===== config.mk =====
export PLATFORM = sky130hd
export DESIGN_NAME = start_code_nal_splitter_unit
export DESIGN_NICKNAME = d
export VERILOG_FILES = /design/src/rtl/core/scn_pkg.sv /design/src/rtl/core/scn_step.sv /design/src/rtl/core/scn_run_buf.sv /design/src/rtl/core/start_code_nal_splitter_unit.sv
export SDC_FILE = /design/constraint.sdc
export NUM_CORES = 1
export LEC_CHECK = 0
export BUFFER_PORTS_ARGS = -buffer_cell sky130_fd_sc_hd__buf_4
export CAP_MARGIN = 5
export CORE_ASPECT_RATIO = 2
export CORE_MARGIN = 2
export CORE_UTILIZATION = 52
export CTS_CLUSTER_SIZE = 28
export DETAILED_ROUTE_END_ITERATION = 10
export GPL_TIMING_DRIVEN = 1
export PLACE_DENSITY_LB_ADDON = 0.1
export SYNTH_ARGS = -nofsm -noshare
export SYNTH_HDL_FRONTEND = slang
export SYNTH_SLANG_ARGS = --single-unit

===== constraint.sdc =====
create_clock -name clk -period 6.8 [get_ports clk]
set_input_delay 0.68 -clock clk [delete_from_list [all_inputs] [get_ports clk]]
set_output_delay 0.68 -clock clk [all_outputs]
set_load 0.01 [all_outputs]

===== src/rtl/core/scn_pkg.sv =====
// Package for the start-code NAL splitter: widths, NAL type codes, class codes
// and the structs that pass between the step logic and the result buffer.
// Has no dependencies of its own.
package scn_pkg;

  // Width of the running unit length counter, which saturates.
  localparam int LENGTH_BITS    = 24;
  // Width of the reported unit length field.
  localparam int LEN_FIELD_BITS = 24;

  localparam logic [LENGTH_BITS-1:0] LEN_COUNT_MAX   = '1;
  localparam logic [31:0]            LEN_FIELD_MAX32 = 32'((64'd1 << LEN_FIELD_BITS) - 64'd1);

  // Final byte of the start code, and the number of zeros held back at most.
  localparam logic [7:0] START_CODE_LAST = 8'h01;
  localparam logic [1:0] HELD_MAX        = 2'd3;

  localparam logic [4:0] NAL_TYPE_IDR = 5'd5;
  localparam logic [4:0] NAL_TYPE_SPS = 5'd7;
  localparam logic [4:0] NAL_TYPE_PPS = 5'd8;

  typedef enum logic [1:0] {
    CLS_OTHER = 2'd0,
    CLS_SPS   = 2'd1,
    CLS_PPS   = 2'd2,
    CLS_IDR   = 2'd3
  } unit_class_t;

  typedef logic [LENGTH_BITS-1:0] len_cnt_t;

  // Splitter state. The held bytes are always zeros, so only their count is kept.
  typedef struct packed {
    logic [1:0] held_cnt;
    len_cnt_t   len_cnt;
    logic       len_over;
    logic [4:0] cur_type;
  } split_state_t;

  // All results caused by one item, in compact form: a run of zero payload
  // bytes, then optionally the item's own byte, then optionally a descriptor.
  typedef struct packed {
    logic [2:0]                 n_res;
    logic [2:0]                 n_zero;
    logic                       has_byte;
    logic [7:0]                 data_b;
    logic                       first;
    logic [LEN_FIELD_BITS-1:0]  desc_len;
    logic [4:0]                 desc_type;
    unit_class_t                desc_cls;
    logic                       desc_sat;
  } run_t;

endpackage


===== src/rtl/core/scn_step.sv =====
// Step logic of the start-code NAL splitter: from the current state and one
// input item, works out the next state and the compact run of results.
// Depends on scn_pkg.
module scn_step (
  input  logic [7:0]           data_byte,
  input  logic                 end_of_buffer,
  input  scn_pkg::split_state_t st,
  output scn_pkg::split_state_t st_nxt,
  output scn_pkg::run_t        run
);
  import scn_pkg::*;

  logic                     is_zero;
  logic                     is_start;
  logic [2:0]               n_zero;
  logic                     has_byte;
  logic                     close_req;
  logic [1:0]               held_nxt;
  logic [2:0]               pay_cnt;
  logic [LENGTH_BITS:0]     len_sum;
  logic                     over_hit;
  len_cnt_t                 len_acc;
  logic                     over_acc;
  logic                     first;
  logic [4:0]               type_acc;
  logic                     close_emit;
  logic [31:0]              len_wide;
  logic                     len_clamp;
  unit_class_t              cls;

  always_comb begin
    is_zero  = (data_byte == 8'h00);
    is_start = (data_byte == START_CODE_LAST) && (st.held_cnt == HELD_MAX);

    if (is_zero) begin
      has_byte  = 1'b0;
      close_req = end_of_buffer;
      if (end_of_buffer) begin
        // The new zero joins the held ones and all of them are flushed.
        n_zero   = 3'({1'b0, st.held_cnt}) + 3'd1;
        held_nxt = 2'd0;
      end else if (st.held_cnt == HELD_MAX) begin
        // A fourth zero in a row: the oldest one cannot begin the start code.
        n_zero   = 3'd1;
        held_nxt = HELD_MAX;
      end else begin
        n_zero   = 3'd0;
        held_nxt = st.held_cnt + 2'd1;
      end
    end else if (is_start) begin
      n_zero    = 3'd0;
      has_byte  = 1'b0;
      close_req = 1'b1;
      held_nxt  = 2'd0;
    end else begin
      n_zero    = 3'({1'b0, st.held_cnt});
      has_byte  = 1'b1;
      close_req = end_of_buffer;
      held_nxt  = 2'd0;
    end

    pay_cnt  = n_zero + 3'({2'b00, has_byte});
    len_sum  = {1'b0, st.len_cnt} + (LENGTH_BITS+1)'(pay_cnt);
    over_hit = len_sum[LENGTH_BITS];
    len_acc  = over_hit ? LEN_COUNT_MAX : len_sum[LENGTH_BITS-1:0];
    over_acc = st.len_over | over_hit;

    // Only the first payload byte of this item can open a unit.
    first    = (st.len_cnt == '0) && !st.len_over && (pay_cnt != 3'd0);
    if (first) begin
      type_acc = (n_zero != 3'd0) ? 5'd0 : data_byte[4:0];
    end else begin
      type_acc = st.cur_type;
    end

    close_emit = close_req && ((len_acc != '0) || over_acc);

    len_wide  = 32'(len_acc);
    len_clamp = (len_wide > LEN_FIELD_MAX32);

    case (type_acc)
      NAL_TYPE_SPS: cls = CLS_SPS;
      NAL_TYPE_PPS: cls = CLS_PPS;
      NAL_TYPE_IDR: cls = CLS_IDR;
      default:      cls = CLS_OTHER;
    endcase

    run.n_res     = pay_cnt + 3'({2'b00, close_emit});
    run.n_zero    = n_zero;
    run.has_byte  = has_byte;
    run.data_b    = data_byte;
    run.first     = first;
    run.desc_len  = len_clamp ? '1 : len_wide[LEN_FIELD_BITS-1:0];
    run.desc_type = type_acc;
    run.desc_cls  = cls;
    run.desc_sat  = over_acc | len_clamp;

    st_nxt.held_cnt = held_nxt;
    st_nxt.len_cnt  = close_req ? '0 : len_acc;
    st_nxt.len_over = close_req ? 1'b0 : over_acc;
    st_nxt.cur_type = type_acc;
  end

endmodule


===== src/rtl/core/scn_run_buf.sv =====
// Result buffer of the start-code NAL splitter: holds the run of results of
// one item and hands them out one per cycle unless out_stall holds them. Depends on scn_pkg.
module scn_run_buf (
  input  logic                 clk,
  input  logic                 rst_n,
  input  logic                 load,
  input  scn_pkg::run_t        run_in,
  output logic                 free,
  output logic                 out_valid,
  input  logic                 out_stall,
  output logic                 out_kind,
  output logic [7:0]           out_payload_byte,
  output logic                 out_first_of_unit,
  output logic [23:0]          out_unit_length,
  output logic [4:0]           out_unit_type,
  output scn_pkg::unit_class_t out_unit_class,
  output logic                 out_length_saturated,
  output logic                 out_last_of_run
);
  import scn_pkg::*;

  run_t       run_r;
  logic [2:0] cnt_r;
  logic [2:0] cnt_nxt;
  logic [2:0] idx_r;
  logic [2:0] idx_nxt;
  logic [2:0] idx_inc;
  logic       pop;

  assign idx_inc   = idx_r + 3'd1;
  assign out_valid = (idx_r != cnt_r);
  assign pop       = out_valid && !out_stall;
  assign free      = !out_valid || (pop && (idx_inc == cnt_r));

  always_comb begin
    cnt_nxt = cnt_r;
    idx_nxt = idx_r;
    if (load) begin
      cnt_nxt = run_in.n_res;
      idx_nxt = 3'd0;
    end else if (pop) begin
      idx_nxt = idx_inc;
    end
  end

  always_ff @(posedge clk) begin
    if (!rst_n) begin
      cnt_r <= 3'd0;
      idx_r <= 3'd0;
    end else begin
      cnt_r <= cnt_nxt;
      idx_r <= idx_nxt;
    end
  end

  always_ff @(posedge clk) begin
    if (load) begin
      run_r <= run_in;
    end
  end

  always_comb begin
    out_kind             = 1'b0;
    out_payload_byte     = 8'h00;
    out_first_of_unit    = 1'b0;
    out_unit_length      = '0;
    out_unit_type        = 5'd0;
    out_unit_class       = CLS_OTHER;
    out_length_saturated = 1'b0;
    if (idx_r < run_r.n_zero) begin
      out_first_of_unit = (idx_r == 3'd0) && run_r.first;
    end else if ((idx_r == run_r.n_zero) && run_r.has_byte) begin
      out_payload_byte  = run_r.data_b;
      out_first_of_unit = (idx_r == 3'd0) && run_r.first;
    end else begin
      out_kind             = 1'b1;
      out_unit_length      = run_r.desc_len;
      out_unit_type        = run_r.desc_type;
      out_unit_class       = run_r.desc_cls;
      out_length_saturated = run_r.desc_sat;
    end
    out_last_of_run = (idx_inc == cnt_r);
  end

endmodule


===== src/rtl/core/start_code_nal_splitter_unit.sv =====
// Top level of the start-code NAL splitter: input register, splitter state
// and instances of the step logic and result buffer. Depends on scn_pkg,
// scn_step and scn_run_buf.
//
// Usage: one byte of an Annex-B buffer enters per item on the in_ channel,
// with in_end_of_buffer set on the buffer's final byte. The out_ channel gives
// payload bytes (out_kind 0, first byte of each unit marked) and one
// descriptor (out_kind 1) closing each non-empty unit with its length, NAL
// type, class and a saturation flag. out_last_of_run marks the last result
// caused by one input byte; a byte that is only held back causes none.
// The first result of an item is offered once its run is in the run buffer.
// Throughput: one item per cycle while each item causes at most one result
// and the receiver does not stall; an item causing more results, at most five,
// holds the result stage until all have left. The limit is the single result
// port draining the run buffer. When the receiver stalls, the current result
// holds still, one further item waits in the input register and then in_stall
// rises. A synchronous reset empties both stages and clears the held zeros and
// unit length.
module start_code_nal_splitter_unit (
  input  logic                 clk,
  input  logic                 rst_n,
  input  logic                 in_valid,
  output logic                 in_stall,
  input  logic [7:0]           in_data_byte,
  input  logic                 in_end_of_buffer,
  output logic                 out_valid,
  input  logic                 out_stall,
  output logic                 out_kind,
  output logic [7:0]           out_payload_byte,
  output logic                 out_first_of_unit,
  output logic [23:0]          out_unit_length,
  output logic [4:0]           out_unit_type,
  output scn_pkg::unit_class_t out_unit_class,
  output logic                 out_length_saturated,
  output logic                 out_last_of_run
);
  import scn_pkg::*;

  logic         in_vld_r;
  logic         in_vld_nxt;
  logic [7:0]   in_data_r;
  logic         in_eob_r;
  split_state_t st_r;
  split_state_t st_nxt;
  run_t         run;
  logic         free;
  logic         load;
  logic         take;

  assign load     = in_vld_r && free;
  assign in_stall = in_vld_r && !free;
  assign take     = in_valid && !in_stall;

  always_comb begin
    in_vld_nxt = in_vld_r;
    if (take) begin
      in_vld_nxt = 1'b1;
    end else if (load) begin
      in_vld_nxt = 1'b0;
    end
  end

  always_ff @(posedge clk) begin
    if (!rst_n) begin
      in_vld_r <= 1'b0;
      st_r     <= '0;
    end else begin
      in_vld_r <= in_vld_nxt;
      if (load) begin
        st_r <= st_nxt;
      end
    end
  end

  always_ff @(posedge clk) begin
    if (take) begin
      in_data_r <= in_data_byte;
      in_eob_r  <= in_end_of_buffer;
    end
  end

  scn_step u_step (
    .data_byte     (in_data_r),
    .end_of_buffer (in_eob_r),
    .st            (st_r),
    .st_nxt        (st_nxt),
    .run           (run)
  );

  scn_run_buf u_run_buf (
    .clk                  (clk),
    .rst_n                (rst_n),
    .load                 (load),
    .run_in               (run),
    .free                 (free),
    .out_valid            (out_valid),
    .out_stall            (out_stall),
    .out_kind             (out_kind),
    .out_payload_byte     (out_payload_byte),
    .out_first_of_unit    (out_first_of_unit),
    .out_unit_length      (out_unit_length),
    .out_unit_type        (out_unit_type),
    .out_unit_class       (out_unit_class),
    .out_length_saturated (out_length_saturated),
    .out_last_of_run      (out_last_of_run)
  );

endmodule

==> impl_metrics.env <==
export IMPL_cts_tree="built"
export IMPL_die_y_um=139
export IMPL_fin_crit_sh=0.896
export IMPL_holdBufCountCts=0
export IMPL_area_growth_pct=16.6
export IMPL_r2r_slack_ps=710
export IMPL_ys_seq_area_frac=0.504
export IMPL_ys_flop_type="edfxtp_1"
export IMPL_grt_pass1_wl_um=18700
export IMPL_grt_pass1_vias=3528
export IMPL_criticalPathCategory="register to register"
export IMPL_path_clk_slew_ps=70
export IMPL_worst_pin_slew_ps=978
export IMPL_setup_viol_count_final=0
export IMPL_drive_gt1_frac=0.188
export IMPL_worst_r2r_cell_count=22
export IMPL_drtIter0Drc=296
export IMPL_clock_fmax_mhz=164
export IMPL_coreArea_um2=8950
export IMPL_rows=49
export IMPL_grt_overflow=0
export IMPL_dp_cells=598
export IMPL_synth_edf_count=54
export IMPL_portBuffers=57
export IMPL_power_density_nw_per_um2=235
export IMPL_die_width_um=71.7
export IMPL_layoutNonFillerInstCount=614
export IMPL_synth_cells=457
export IMPL_start_util=0.533
export IMPL_wire_per_inst_um=19.3
export IMPL_synthArstFlopShare=0
export IMPL_synth_top_area_cell="edfxtp_1"
export IMPL_ir_worst_vdd_v=0.000159
export IMPL_dp_hpwl_um=8790
export IMPL_skew_ps=8.02
export IMPL_cts_max_path_buffers=2
export IMPL_slew_limit_headroom=0.347
export IMPL_diodes=0
export IMPL_arrival_ps=6370
export IMPL_drc_errors=0
export IMPL_clk_latency_ps=350
export IMPL_final_nets=536
export IMPL_ant_nets=0
export IMPL_drt_vias_per_instance=5.93
export IMPL_rsz0062_at_grt="no"
export IMPL_utilization=0.621
export IMPL_ys_warn_count=0
export IMPL_hold_path_class="register to register"
export IMPL_crit_family="simple AND/OR/NAND/NOR gates"
export IMPL_holdPathEnd="st_r[4]"
export IMPL_maxCapViolations=0
export IMPL_cts_sinks=93
export IMPL_period_needed_ps=6090
export IMPL_crit_chain="nor4_1, and2_1, nand2_1, nand2_1, o21ai_0, ha_1, ha_1, xnor2_1, inv_1, ha_1, nand3_1, a21oi_2, nor4b_1, xor2_1, or4_1, or4_1, o31a_1, ha_1, ha_1, xnor2_1, nand2_1, a21oi_1"
export IMPL_crit_buf_inv=1
export IMPL_hold_violations=0
export IMPL_grt_max_degree=54
export IMPL_routed_wl_um=11800
export IMPL_run_status="finished, final reports clean"
export IMPL_setup_tns_final_ps=0
export IMPL_routed_via_count=3643
export IMPL_rr_startpoint="in_data_r[4]"
export IMPL_p_leak_nw=2.30
export IMPL_cts_setup_buffers=0
export IMPL_crit_path_start_kind="register"
export IMPL_critPathRequiredTime_ps=7070
export IMPL_holdWs_ps=466
export IMPL_grt_antenna_before_repair=0
export IMPL_detail_route_first_pass_iterations=4
export IMPL_synth_top_area_share=0.340
export IMPL_finalMaxSlewViolations=0
export IMPL_cts_inserted_buffers=9
export IMPL_place_congestion=0.941
export IMPL_dieArea_um2=10000
export IMPL_crit_fanout=7
export IMPL_holdCritStartpoint="st_r[4]"
export IMPL_num_io_pins=58
export IMPL_slowest_delay_ps=520
export IMPL_cts_root_buf="clkbuf_16"
export IMPL_cts_htree_levels=3
export IMPL_grt_usage=0.248
export IMPL_hold_depth=2
export IMPL_endpoint_kind="register"
export IMPL_synth_area_um2=4770
export IMPL_cts_resized=0
export IMPL_rr_endpoint="u_run_buf.cnt_r[2]"
export IMPL_avgSynthCellArea_um2=10.4
export IMPL_path_common_cell="ha_1"
export IMPL_post_synth_num_cell_types=65
export IMPL_synthTopCellsByArea="edfxtp_1 34%, dfxtp_1 16%, and2_1 5.8%, ha_1 3.9%, a22o_1 3.5%"
export IMPL_crit_slowest_cell="or4_1"
export IMPL_ys_seq_elements=93
export IMPL_synthesis_nets=486
[report_power, final]
group | internal [mW] | leakage [nW] | switching (mW)
sequential | 0.634 | 0.830 | 0.0137
combinational | 0.0614 | 1.32 | 0.0909
clock | 0.288 | 0.143 | 0.219
total | 0.983 | 2.30 | 0.323
[through the flow]
step	power (mW)	setup WS (ps)	area (µm²)
floorplan	0.746	1620	4770
global placement	0.811	992	5260
detailed placement	0.815	702	5260
CTS	1.31	660	5560
global route	1.35	174	5560
finish	1.31	706	5560
[synth_stat cells (2+ instances only)]
cell        n
edfxtp_1   54
and2_1     44
nand2_1    41
dfxtp_1    39
nor2_1     29
inv_1      22
a22o_1     19
nand3_1    16
xnor2_1    16
ha_1       15
a21oi_1    10
clkbuf_1   10
nor3_1     10
o21ai_0    10
xor2_1     10
buf_2       8
nor4_1      8
nand4_1     7
a211oi_1    6
mux2i_1     6
nand2b_1    6
nor2b_1     6
a31oi_1     5
and3_1      4
and4_1      4
or4_1       4
a2111oi_0   3
nor4b_1     3
or3_1       3
buf_4       2
o2111ai_1   2
or4_4       2
[registers in the layout, indices dropped and copies added, names as in the netlist]
name / cells
in_data_r: 8
in_eob_r: 1
in_vld_r: 1
st_r: 32
u_run_buf.cnt_r: 3
u_run_buf.idx_r: 3
u_run_buf.run_r: 45
[worst max path at each step]
stage                       startpoint                 end  cells past startpoint
final                     in_data_r[4]  u_run_buf.cnt_r[2]                     22
after global routing      in_data_r[4]  u_run_buf.cnt_r[2]                     22
after CTS                 in_data_r[4]  u_run_buf.cnt_r[2]                     22
after detailed placement  in_data_r[4]  u_run_buf.cnt_r[2]                     22
after global placement    in_data_r[4]  u_run_buf.cnt_r[2]                     22
after floorplan           in_data_r[4]  u_run_buf.cnt_r[2]                     22
[final cells by class]
type,count,area [µm²]
fill,768,3390
sequential,93,2400
multi-input combinational,319,2190
timing repair buffer,61,458
clock buffer,10,229
tap,102,128
inverter,23,86.3
clock inverter,6,68.8
[kinds of logic (layout without fill, tap and decap cells)]
logic type / after synthesis / count (layout) / synth area share
XOR/XNOR: 26 / 26 / 0.0478
buffers and inverters: 45 / 100 / 0.0407
multiplexers: 8 / 8 / 0.0181
AND/OR/NAND/NOR: 196 / 196 / 0.229
AO/OA/AOI/OAI: 73 / 73 / 0.117
flip-flops: 93 / 93 / 0.504
adder cells (fa/ha/maj): 16 / 16 / 0.0436
[layer usage]
layer,track usage,wire (µm)
met1,0.247,4140
met3,0.0369,407
met4,0.122,452
met5,0,0
met2,0.475,6840
[layout by cell type (no fill, tap or decap), types with 10 or more instances in the layout]
cell type | synthesis | final
buf_4 | 2 | 61
edfxtp_1 | 54 | 54
nand2_1 | 41 | 41
a21oi_1 | 10 | 10
xnor2_1 | 16 | 16
nand3_1 | 16 | 16
dfxtp_1 | 39 | 39
ha_1 | 15 | 15
o21ai_0 | 10 | 10
inv_1 | 22 | 22
xor2_1 | 10 | 10
nor2_1 | 29 | 28
and2_1 | 44 | 44
a22o_1 | 19 | 19
[tightest hold or removal path: cells and delay by family (launching register included)]
| family | cells | cell delay [ps] |
|---|---|---|
| DFF | 1 | 300 |
| buffers and inverters | 1 | 60 |
| AOI/OAI and AO/OA | 1 | 60 |
Power figures use the tool's default switching activity.
